<file path="src/rtl/slfr_pkg.sv">
// ----------------------------------------------------------------------------
// slfr_pkg: shared types and constants
// Item layouts and fixed values for the sync/length frame receiver.
// ----------------------------------------------------------------------------
package slfr_pkg;

	localparam logic [7:0]  SYNC_MARK     = 8'h80;
	localparam logic [8:0]  LENGTH_BIAS   = 9'd2;
	localparam logic [31:0] TIMEOUT_RESET = 32'd3277;

	localparam logic MODE_BYTE  = 1'b0;
	localparam logic MODE_ALLOC = 1'b1;

	typedef struct packed {
		logic        mode;
		logic [7:0]  rx_byte;
		logic [31:0] now_ticks;
	} slfr_in_item_t;

	typedef struct packed {
		logic [7:0]  frame_byte;
		logic [8:0]  byte_position;
		logic [31:0] frame_start_ticks;
		logic [8:0]  frame_total_length;
		logic        last;
	} slfr_out_item_t;

	typedef struct packed {
		logic           valid;
		slfr_out_item_t item;
	} slfr_result_t;

endpackage

</file>
<file path="src/rtl/slfr_ifs.sv">
// ----------------------------------------------------------------------------
// slfr_ifs: channel interfaces
// Valid/ready channels for input items, result items and the config write.
// ----------------------------------------------------------------------------
interface slfr_in_if import slfr_pkg::*; ();
	logic          valid;
	logic          ready;
	slfr_in_item_t item;
	modport source (output valid, output item, input ready);
	modport sink   (input valid, input item, output ready);
endinterface

interface slfr_out_if import slfr_pkg::*; ();
	logic           valid;
	logic           ready;
	slfr_out_item_t item;
	modport source (output valid, output item, input ready);
	modport sink   (input valid, input item, output ready);
endinterface

interface slfr_cfg_if ();
	logic        valid;
	logic        ready;
	logic [31:0] data;
	modport source (output valid, output data, input ready);
	modport sink   (input valid, input data, output ready);
endinterface

</file>
<file path="src/rtl/slfr_in_stage.sv">
// ----------------------------------------------------------------------------
// slfr_in_stage: input register
// Captures one request per cycle while the core is not stalled; holds it until the core consumes it.
// ----------------------------------------------------------------------------
module slfr_in_stage import slfr_pkg::*; (
	input  logic          clk,
	input  logic          arst_n,
	input  logic          in_valid,
	input  slfr_in_item_t in_item,
	output logic          in_ready,
	input  logic          advance,
	output logic          valid_s1,
	output slfr_in_item_t item_s1
);

	assign in_ready = !valid_s1 || advance;

	always_ff @(posedge clk or negedge arst_n) begin
		if (!arst_n) begin
			valid_s1 <= 1'b0;
		end else if (in_ready) begin
			valid_s1 <= in_valid;
		end
	end

	always_ff @(posedge clk) begin
		if (in_ready && in_valid) begin
			item_s1 <= in_item;
		end
	end

endmodule

</file>
<file path="src/rtl/slfr_core.sv">
// ----------------------------------------------------------------------------
// slfr_core: framing state and per-byte decision
// Hunts for sync, takes the length byte, tracks position and timeout.
// ----------------------------------------------------------------------------
module slfr_core import slfr_pkg::*; (
	input  logic          clk,
	input  logic          arst_n,
	input  slfr_in_item_t item_s1,
	input  logic          fire,
	input  logic          cfg_we,
	input  logic [31:0]   cfg_data,
	output slfr_result_t  res
);

	logic [31:0] timeout_q;
	logic [8:0]  position_q;
	logic        armed_q;
	logic [31:0] start_q;
	logic [8:0]  exp_len_q;
	logic        held_q;

	logic [31:0] elapsed;
	logic        timed_out;
	logic [8:0]  pos_eff;
	logic        armed_eff;
	logic        accept_byte;
	logic [31:0] start_nxt;
	logic [8:0]  exp_nxt;
	logic [8:0]  pos_inc;
	logic        is_last;

	always_comb begin
		elapsed     = item_s1.now_ticks - start_q;
		timed_out   = armed_q && (elapsed > timeout_q);
		pos_eff     = timed_out ? 9'd0 : position_q;
		armed_eff   = timed_out ? 1'b0 : armed_q;
		// at position 0 only the sync byte opens a frame
		accept_byte = (pos_eff != 9'd0) || (item_s1.rx_byte == SYNC_MARK);
		start_nxt   = (pos_eff == 9'd0) ? item_s1.now_ticks : start_q;
		exp_nxt     = (pos_eff == 9'd1) ? (LENGTH_BIAS + {1'b0, item_s1.rx_byte})
		                                : exp_len_q;
		pos_inc     = pos_eff + 9'd1;
		is_last     = (pos_inc >= 9'd2) && (pos_inc == exp_nxt);

		res.valid                   = fire && (item_s1.mode == MODE_BYTE) && held_q
		                              && accept_byte;
		res.item.frame_byte         = item_s1.rx_byte;
		res.item.byte_position      = pos_eff;
		res.item.frame_start_ticks  = start_nxt;
		res.item.frame_total_length = (pos_eff == 9'd0) ? 9'd0 : exp_nxt;
		res.item.last               = is_last;
	end

	always_ff @(posedge clk or negedge arst_n) begin
		if (!arst_n) begin
			timeout_q  <= TIMEOUT_RESET;
			position_q <= '0;
			armed_q    <= 1'b0;
			start_q    <= '0;
			exp_len_q  <= '0;
			held_q     <= 1'b1;
		end else begin
			if (cfg_we) begin
				timeout_q <= cfg_data;
			end
			if (fire) begin
				if (item_s1.mode == MODE_ALLOC) begin
					held_q <= 1'b1;
				end else if (!held_q) begin
					position_q <= '0;
				end else if (!accept_byte) begin
					position_q <= '0;
					armed_q    <= armed_eff;
				end else begin
					start_q   <= start_nxt;
					exp_len_q <= exp_nxt;
					if (is_last) begin
						position_q <= '0;
						armed_q    <= 1'b0;
						held_q     <= 1'b0;
					end else begin
						position_q <= pos_inc;
						armed_q    <= 1'b1;
					end
				end
			end
		end
	end

	// completed frame gives up the buffer
	a_last_releases: assert property (@(posedge clk) disable iff (!arst_n)
		res.valid && res.item.last |=> !held_q)
		else $error("buffer still held after last byte");

	// a sync result always leaves the frame open and armed; it never completes one
	a_sync_arms: assert property (@(posedge clk) disable iff (!arst_n)
		res.valid && (res.item.byte_position == 9'd0) |=> armed_q && position_q == 9'd1)
		else $error("sync byte did not open a frame");

	// position 0 results carry the sync byte and no length
	a_sync_result: assert property (@(posedge clk) disable iff (!arst_n)
		res.valid && (res.item.byte_position == 9'd0) |->
		(res.item.frame_byte == SYNC_MARK) && (res.item.frame_total_length == 9'd0))
		else $error("bad position 0 result");

	// without a buffer no result is produced
	a_no_buffer: assert property (@(posedge clk) disable iff (!arst_n)
		res.valid |-> held_q)
		else $error("result emitted without a buffer");

endmodule

</file>
<file path="src/rtl/slfr_out_buf.sv">
// ----------------------------------------------------------------------------
// slfr_out_buf: result register
// Two-entry result queue; decouples the core from output stalls.
// ----------------------------------------------------------------------------
module slfr_out_buf import slfr_pkg::*; (
	input  logic           clk,
	input  logic           arst_n,
	input  logic           push,
	input  slfr_out_item_t push_item,
	output logic           can_push,
	output logic           out_valid,
	output slfr_out_item_t out_item,
	input  logic           out_ready
);

	slfr_out_item_t mem_q [2];
	logic           wr_ptr_q;
	logic           rd_ptr_q;
	logic [1:0]     count_q;
	logic           pop;

	assign can_push  = (count_q != 2'd2);
	assign out_valid = (count_q != 2'd0);
	assign out_item  = mem_q[rd_ptr_q];
	assign pop       = out_valid && out_ready;

	always_ff @(posedge clk) begin
		if (push) begin
			mem_q[wr_ptr_q] <= push_item;
		end
	end

	always_ff @(posedge clk or negedge arst_n) begin
		if (!arst_n) begin
			wr_ptr_q <= 1'b0;
			rd_ptr_q <= 1'b0;
			count_q  <= 2'd0;
		end else begin
			if (push) begin
				wr_ptr_q <= !wr_ptr_q;
			end
			if (pop) begin
				rd_ptr_q <= !rd_ptr_q;
			end
			case ({push, pop})
				2'b10:   count_q <= count_q + 2'd1;
				2'b01:   count_q <= count_q - 2'd1;
				default: count_q <= count_q;
			endcase
		end
	end

	a_no_overflow: assert property (@(posedge clk) disable iff (!arst_n)
		push |-> can_push)
		else $error("push into full result queue");

	a_count_range: assert property (@(posedge clk) disable iff (!arst_n)
		count_q != 2'd3)
		else $error("result queue count out of range");

	a_stall_holds: assert property (@(posedge clk) disable iff (!arst_n)
		out_valid && !out_ready |=> out_valid && $stable(out_item))
		else $error("stalled result changed");

endmodule

</file>
<file path="src/rtl/sync_length_frame_receiver_top.sv">
// ----------------------------------------------------------------------------
// sync_length_frame_receiver_top: sync/length framed byte receiver
// Cuts a timestamped byte stream into frames: sync 0x80, length, payload.
// ----------------------------------------------------------------------------
// Channels:
//   rx    - input requests: mode 0 carries a received byte with its tick
//           stamp, mode 1 tells the block a fresh receive buffer is ready.
//   frame - one result per accepted byte: byte, position (0 = sync),
//           sync timestamp, total length (from position 1) and last.
//   cfg   - write of frame_timeout_ticks; always ready, write while idle.
// Throughput: one request per cycle while the result queue has room. The only
//   loop is the framing state in the core, updated once per request.
// Path: from rx acceptance to frame valid a request passes the input register,
//   then the result queue.
// Requests that produce no result (allocate, dropped bytes) still pass
//   through the core in order and just leave the result queue untouched.
// Reset: position cleared and timer disarmed, buffer held, timeout = 3277 ticks,
//   both queues empty.
// Stall: when frame.ready is low the two-entry result queue fills, the
//   core pauses, rx.ready drops while a request is staged; nothing is lost.
// ----------------------------------------------------------------------------
module sync_length_frame_receiver_top import slfr_pkg::*; (
	input  logic        clk,
	input  logic        arst_n,
	slfr_in_if.sink     rx,
	slfr_out_if.source  frame,
	slfr_cfg_if.sink    cfg
);

	logic          valid_s1;
	slfr_in_item_t item_s1;
	logic          advance;
	logic          can_push;
	slfr_result_t  res;
	logic          in_ready;

	// config is a plain register write, never stalls
	assign cfg.ready = 1'b1;

	// core consumes the staged request when a result slot is free
	assign advance  = valid_s1 && can_push;
	assign rx.ready = in_ready;

	slfr_in_stage u_in_stage (
		.clk      (clk),
		.arst_n   (arst_n),
		.in_valid (rx.valid),
		.in_item  (rx.item),
		.in_ready (in_ready),
		.advance  (advance),
		.valid_s1 (valid_s1),
		.item_s1  (item_s1)
	);

	slfr_core u_core (
		.clk      (clk),
		.arst_n   (arst_n),
		.item_s1  (item_s1),
		.fire     (advance),
		.cfg_we   (cfg.valid),
		.cfg_data (cfg.data),
		.res      (res)
	);

	slfr_out_buf u_out_buf (
		.clk       (clk),
		.arst_n    (arst_n),
		.push      (res.valid),
		.push_item (res.item),
		.can_push  (can_push),
		.out_valid (frame.valid),
		.out_item  (frame.item),
		.out_ready (frame.ready)
	);

endmodule

</file>
<file path="src/flat_wrapper.sv">
// flat-port wrapper written by rule: the top's interface ports become plain ports
module sync_length_frame_receiver_top_flat import slfr_pkg::*;
  (clk, arst_n, rx_valid, rx_item, rx_ready, frame_valid, frame_item, frame_ready, cfg_valid, cfg_data, cfg_ready);
  slfr_in_if rx_i ();
  slfr_out_if frame_i ();
  slfr_cfg_if cfg_i ();
  input  logic clk;
  input  logic arst_n;
  input wire logic [$bits(rx_i.valid)-1:0] rx_valid;
  input wire logic [$bits(rx_i.item)-1:0] rx_item;
  output wire logic [$bits(rx_i.ready)-1:0] rx_ready;
  output wire logic [$bits(frame_i.valid)-1:0] frame_valid;
  output wire logic [$bits(frame_i.item)-1:0] frame_item;
  input wire logic [$bits(frame_i.ready)-1:0] frame_ready;
  input wire logic [$bits(cfg_i.valid)-1:0] cfg_valid;
  input wire logic [$bits(cfg_i.data)-1:0] cfg_data;
  output wire logic [$bits(cfg_i.ready)-1:0] cfg_ready;
  assign rx_i.valid = rx_valid;
  assign rx_i.item = rx_item;
  assign rx_ready = rx_i.ready;
  assign frame_valid = frame_i.valid;
  assign frame_item = frame_i.item;
  assign frame_i.ready = frame_ready;
  assign cfg_i.valid = cfg_valid;
  assign cfg_i.data = cfg_data;
  assign cfg_ready = cfg_i.ready;
  sync_length_frame_receiver_top u_core (.clk(clk), .arst_n(arst_n), .rx(rx_i), .frame(frame_i), .cfg(cfg_i));
endmodule
</file>
<file path="config.mk">
export PLATFORM = sky130hd
export DESIGN_NAME = sync_length_frame_receiver_top_flat
export DESIGN_NICKNAME = d
export VERILOG_FILES = /design/src/rtl/slfr_pkg.sv /design/src/rtl/slfr_ifs.sv /design/src/rtl/slfr_in_stage.sv /design/src/rtl/slfr_core.sv /design/src/rtl/slfr_out_buf.sv /design/src/rtl/sync_length_frame_receiver_top.sv /design/src/flat_wrapper.sv
export SDC_FILE = /design/constraint.sdc
export NUM_CORES = 1
export LEC_CHECK = 0
export ABC_AREA = 1
export ABC_CLOCK_PERIOD_IN_PS = 20700
export BUFFER_PORTS_ARGS = -buffer_cell sky130_fd_sc_hd__clkbuf_2
export CORE_ASPECT_RATIO = 0.75
export CORE_UTILIZATION = 45
export DETAILED_ROUTE_END_ITERATION = 12
export PLACE_DENSITY = 0.67
export SLEW_MARGIN = 20
export SYNTH_ARGS = -nofsm -noshare
export SYNTH_HDL_FRONTEND = slang
export SYNTH_SLANG_ARGS = --single-unit
</file>
<file path="constraint.sdc">
create_clock -name clk -period 20.7 [get_ports clk]
set_input_delay 2.07 -clock clk [delete_from_list [all_inputs] [get_ports clk]]
set_output_delay 2.07 -clock clk [all_outputs]
set_load 0.01 [all_outputs]
</file>
==> results.yml, run 1 <==
floorplan:
  core_area_um2: 28000
  boundaryPins: 140
  fp.dieW_um: 197
  start_util_pct: 45.7
  dieArea_um2: 29100
  row_count: 53
  die_y_um: 148
finish:
  diodes: 0
  num-fill-cells: 2593
  post-route-cell-area_um2: 14600
  layout.nets: 1641
  fin_cells: 1898
  area_growth_pct: 14.5
  drive_gt1_share_pct: 16.5
routing:
  via_count: 9426
  detail_route.wl_per_cell_um: 15.3
  firstDrtPassIters: 5
  drc: 0
  avgViaCountPerCell: 4.97
  drt_iter0_drc: 636
  final_antenna_net_count: 0
  wirelength_mm: 29.1
clocking:
  cts_setup_buffers: 0
  clkSinkCount: 248
  post_cts_resized: 0
  cts_htree_levels: 1
  clk_pin_slew_worst_paths_ns: 0.06
  cts_buffers: 25
  clk_latency_ns: 0.53
  postCtsHoldBufs: 0
  cts_tree: "built"
  clockBufferDepth: 3
  cts_root_buf: "clkbuf_16"
grt:
  grt_max_degree: 72
  grt_pass1_vias: 8862
  grt_pass1_wl_mm: 46.8
  grtUsageTotal_pct: 20.4
  grt_antenna_before_repair: 0
  gr-total-overflow: 0
timing:
  period_needed_ns: 6.83
  fin_crit_sh_pct: 33.0
  setup_tns_ns: 0
  fmax_mhz: 146
  fin_skew_ns: 0.00905
  setup_ws_ns: 13.87
  finalHoldViolations: 0
  worst_pin_slew_ns: 1.02
  setup_viol: 0
  rsz0062_at_grt: "no"
  slew_headroom_pct: 32.1
  slew_viol_final: 0
power:
  p_leak_nw: 6.71
  total_power_w: 0.00172
  ir_worst_vdd_mv: 0.0650
  powerDensity_nw_per_um2: 118
critical_path:
  critPathMostFrequentCell: "nand2_1"
  start_kind: "flip-flop"
  critical_path_arrival_ns: 7.28
  crit_type: "reg -> reg"
  critPathMaxFanout: 58
  crit_path_end_kind: "flip-flop"
  slowest_stage: "buf_4"
  crit_path_max_incr_delay_ns: 0.58
  required_ns: 21.15
synthesis:
  synth_nets: 1512
  synth_top_cells_by_area: "edfxtp_1 37%, dfrtp_1 16%, nand2_1 13%"
  synth_flop_cell: "edfxtp_1"
  ys_types: 48
  synth_most_common_cell: "nand2_1"
  synth_warnings: 0
  synth_edf_count: 159
  ys_seq_area_share_pct: 54.9
  yosys.area.top_type: "edfxtp_1"
  postSynthCellCount: 1365
  netlist_top_cells_count: "456 x nand2_1, 159 x edfxtp_1, 148 x inv_1, 84 x o21ai_0, 81 x dfrtp_1"
  synth_top_area_share_pct: 37.4
  synth_seq_cells: 248
  syn_avg_cell_area_um2: 9.36
  syn_area_um2: 12800
  synth-async-reset-ratio_pct: 35.9
status:
  outcome: "finished, final reports clean"
worst_hold_path:
  hold_class: "reg -> reg"
place:
  gp_congestion: 0.912
  place_area_um2: 13800
  place_inst: 1852
  place_hpwl_mm: 20.8
  dp_slack_ns: 13.97
  io_buffer_count: 138
run:
  cap_violations: 0
-- per-layer routing --
layer	up-vias	share of wire, %	track usage [%]
li1	4750	-	-
met4	0	1.7	4.07
met1	4396	50	31.7
met3	29	5.8	2.85
met5	-	0	0
met2	251	42	30.1
-- registers in the layout (all words and copies together), names as in the netlist, 2 cells and up --
signal	count
u_core.u_core.exp_len_q	9
u_core.u_core.position_q	9
u_core.u_core.start_q	32
u_core.u_core.timeout_q	32
u_core.u_in_stage.item_s1	41
u_core.u_out_buf.count_q	2
u_core.u_out_buf.mem_q	118
-- through the flow --
step                      hold WS, ns  utilization (%)
after floorplan                 0.452                -
after global placement          0.470             49.3
after detailed placement        0.479             49.3
after CTS                       0.493             52.3
after global routing            0.509             52.3
final                           0.493             52.3
-- final timing paths --
kind | startpoint | to | slack [ns] | cells after the start
setup / recovery | u_core.u_in_stage.item_s1[0]$_DFFE_PP_ | u_core.u_core.start_q[23]$_DFFE_PN0P_ | 13.87 | 36
max in group asynchronous | arst_n | u_core.u_core.timeout_q[15]$_DFFE_PN0P_ | 18.03 | 2
hold / removal | u_core.u_core.exp_len_q[3]$_DFFE_PN0P_ | u_core.u_core.exp_len_q[3]$_DFFE_PN0P_ | 0.49 | 2
min in group asynchronous | arst_n | u_core.u_core.position_q[3]$_DFFE_PN0P_ | 1.48 | 1
setup reg to reg | u_core.u_in_stage.item_s1[0]$_DFFE_PP_ | u_core.u_core.start_q[23]$_DFFE_PN0P_ | 13.87 | 36
hold reg to reg | u_core.u_core.exp_len_q[3]$_DFFE_PN0P_ | u_core.u_core.exp_len_q[3]$_DFFE_PN0P_ | 0.49 | 2
-- power by group --
| group | leakage (nW) | internal (W) | total (W) | switching, W |
|---|---|---|---|---|
| combinational | 3.67 | 0.000212 | 0.000643 | 0.000431 |
| sequential | 2.62 | 0.000593 | 0.000616 | 0.0000231 |
| clock | 0.414 | 0.000277 | 0.000465 | 0.000189 |
-- layout make-up --
type                       count  area [µm²]  area share [%]
clock inverter                15         186            1.27
sequential                   248        7010            47.9
tap                          385         482            3.29
multi-input combinational    919        4970            34.0
clock buffer                  31         658            4.50
timing repair buffer         144         738            5.04
inverter                     156         588            4.02
-- cell families (layout without fill, tap and decap cells) --
family	after synthesis	after routing	share of synthesized area, %
AND/OR/NAND/NOR	606	606	20.5
other	1	1	0.0293
buffers and inverters	198	346	6.35
AO/OA/AOI/OAI	203	203	8.70
XOR/XNOR	39	39	2.67
flip-flops	248	248	54.9
adder cells (fa/ha/maj)	69	69	6.81
multiplexers	1	1	0.0881
-- critical path, delay by kind of cell (launching register included) --
kind,cells,cell delay (ns)
and+or+nand+nor,17,2.37
AOI/OAI and AO/OA,8,1.36
buffers and inverters,6,1.29
adders and majority gates,4,1.14
DFF,1,0.35
xor gates and xnor gates,1,0.17
-- placed cells by master, fill, tap and decap left out, drive strengths merged, types with 4 or more instances in the layout --
master,count
clkbuf,168
o21ai,123
nor3,5
a21o,4
o211ai,5
dfrtp,81
ha,68
a31oi,5
buf,7
xnor2,10
nand2,472
bufinv,4
dfstp,8
nand4,13
nand3,54
inv,155
xor2,29
a21oi,53
clkinv,11
edfxtp,159
a21boi,5
nor2,60
Note: power is estimated with default switching activity, not from simulation.
==> inputs of run 2 (changes only) <==
--- a/config.mk
+++ b/config.mk
@@ -6,12 +6,12 @@
 export NUM_CORES = 1
 export LEC_CHECK = 0
 export ABC_AREA = 1
-export ABC_CLOCK_PERIOD_IN_PS = 20700
+export ABC_CLOCK_PERIOD_IN_PS = 5900
 export BUFFER_PORTS_ARGS = -buffer_cell sky130_fd_sc_hd__clkbuf_2
 export CORE_ASPECT_RATIO = 0.75
 export CORE_UTILIZATION = 45
 export DETAILED_ROUTE_END_ITERATION = 12
-export PLACE_DENSITY = 0.67
+export PLACE_DENSITY = 0.69
 export SLEW_MARGIN = 20
 export SYNTH_ARGS = -nofsm -noshare
 export SYNTH_HDL_FRONTEND = slang
==> constraint.sdc (replaced) <==
create_clock -name clk -period 5.9 [get_ports clk]
set_input_delay 0.59 -clock clk [delete_from_list [all_inputs] [get_ports clk]]
set_output_delay 0.59 -clock clk [all_outputs]
set_load 0.01 [all_outputs]
==> results.yml, run 2 (synthesized netlist as in run 1, its figures left out) <==
status:
  outcome: "finished, final reports clean"
critical_path:
  slowest_stage: "edfxtp_1"
  crit_buf_inv: 6
  crit_path_end_kind: "flip-flop"
  crit_path_max_incr_delay_ns: 0.38
  rr_endpoint: "u_core.u_core.position_q[0]$_DFFE_PN0P_"
  r2r_slack_ns: 0.40
  crit_type: "reg -> reg"
  critical_path_arrival_ns: 5.93
  critPathMaxFanout: 6
  r2r_start: "u_core.u_in_stage.item_s1[0]$_DFFE_PP_"
  critPathMostFrequentCell: "nand2_1"
  cpLargestDelayFamily: "simple AND/OR/NAND/NOR gates"
  required_ns: 6.33
  worstRegToRegCells: 38
  start_kind: "flip-flop"
grt:
  grtUsageTotal_pct: 21.2
  grt_max_degree: 72
  grt_pass1_wl_mm: 47.8
  gr-total-overflow: 0
  grt_antenna_before_repair: 0
  grt_pass1_vias: 8941
routing:
  via_count: 9761
  firstDrtPassIters: 5
  wirelength_mm: 31.0
  drc: 0
  avgViaCountPerCell: 5.07
  final_antenna_net_count: 0
  detail_route.wl_per_cell_um: 16.1
  drt_iter0_drc: 679
timing:
  period_needed_ns: 5.50
  setup_ws_ns: 0.396
  slew_viol_final: 0
  fin_skew_ns: 0.0105
  worst_hold_slack_ns: 0.0514
  setup_viol: 0
  fmax_mhz: 182
  slew_headroom_pct: 31.9
  setup_tns_ns: 0
  worst_pin_slew_ns: 1.02
  fin_crit_sh_pct: 93.3
  finalHoldViolations: 0
clocking:
  cts_tree: "built"
  clkSinkCount: 248
  postCtsHoldBufs: 0
  cts_buffers: 25
  clk_latency_ns: 0.54
  clockBufferDepth: 3
  clk_pin_slew_worst_paths_ns: 0.06
  cts_root_buf: "clkbuf_16"
  cts_htree_levels: 1
finish:
  register_area_um2: 7010
  final_cell_mix: "450 x nand2_1, 159 x edfxtp_1, 141 x inv_1"
  fin_util_pct: 54.2
  multi_input_area_um2: 5150
  largest_register_ffs: 118
  area_growth_pct: 18.6
  post-route-cell-area_um2: 15200
  top_register: "u_core.u_out_buf.mem_q"
  layout.nets: 1670
  top_regs: "u_core.u_out_buf.mem_q: 118 flops, u_core.u_in_stage.item_s1: 41 flops"
  drive_gt1_share_pct: 20.2
  num-fill-cells: 2531
  diodes: 0
  layout_commonest_cell: "nand2_1"
floorplan:
  fp.dieW_um: 197
  dieArea_um2: 29100
  core_area_um2: 28000
  die_y_um: 148
  row_count: 53
  start_util_pct: 45.7
  boundaryPins: 140
place:
  place_area_um2: 14000
  io_buffer_count: 138
  place_hpwl_mm: 22.3
  gp_congestion: 0.892
  dp_slack_ns: -0.0173
power:
  p_leak_nw: 6.91
  ir_worst_vdd_mv: 0.216
  powerDensity_nw_per_um2: 422
run:
  cap_violations: 0
worst_hold_path:
  hold_class: "in -> async"
[run 2: cell types whose count changed in the layout (fill, tap and decap cells not counted), moves of 5 or more]
| cell | change |
|---|---|
| inv_1 | -6 |
| nand2_1 | -6 |
| a21boi_2 | +5 |
| buf_4 | +20 |
| inv_2 | +5 |
| nand2_2 | +5 |
| buf_12 | +6 |
[run 2: cell type report]
cell class                 instances  share of cell area [%]
clock buffer                      31                    4.47
sequential                       248                    46.3
multi-input combinational        922                    34.0
tap                              385                    3.18
inverter                         156                    3.89
timing repair buffer             170                    6.65
clock inverter                    14                    1.57
[run 2: worst max-delay path by stage]
| stage | endpoint | start | slack [ns] | depth (start not counted) |
|---|---|---|---|---|
| finish | u_core.u_core.position_q[0]$_DFFE_PN0P_ | u_core.u_in_stage.item_s1[0]$_DFFE_PP_ | 0.40 | 38 |
| global route | u_core.u_core.position_q[7]$_DFFE_PN0P_ | u_core.u_in_stage.item_s1[0]$_DFFE_PP_ | -0.06 | 40 |
| CTS | u_core.u_core.position_q[3]$_DFFE_PN0P_ | u_core.u_in_stage.item_s1[0]$_DFFE_PP_ | 0.04 | 40 |
| detailed placement | u_core.u_core.position_q[3]$_DFFE_PN0P_ | u_core.u_in_stage.item_s1[0]$_DFFE_PP_ | -0.02 | 40 |
| global placement | u_core.u_core.position_q[4]$_DFFE_PN0P_ | u_core.u_in_stage.item_s1[0]$_DFFE_PP_ | 0.08 | 40 |
| floorplan | u_core.u_out_buf.mem_q[0][0]$_DFFE_PP_ | u_core.u_in_stage.item_s1[0]$_DFFE_PP_ | -0.02 | 35 |
[run 2: layer usage]
metal	track usage, %	share of wire, %	routed length (µm)	vias to the layer above
met2	30.9	42	13100	277
met4	4.69	1.9	590	0
met3	3.49	6.4	1980	39
met5	0	0	0	-
li1	-	-	-	4819
met1	32.8	50	15400	4626
[run 2: report_power, final]
part           internal (W)  switching [W]  leakage (nW)
sequential          0.00208      0.0000833          2.62
combinational      0.000846        0.00162          3.84
clock               0.00108       0.000684         0.446
[run 2: timing repair]
action | in CTS | in global routing
cloned | 0 | 3
resized for setup | 1 | 42
pin swaps | 0 | 20
setup endpoints to repair | 10 | 189
buffers inserted | 0 | 8
[run 2: through the flow]
step	power [W]	cells
floorplan	0.00377	1365
global placement	0.00448	1870
detailed placement	0.00454	1870
CTS	0.00632	1915
global route	0.00680	1926
finish	0.00639	1926
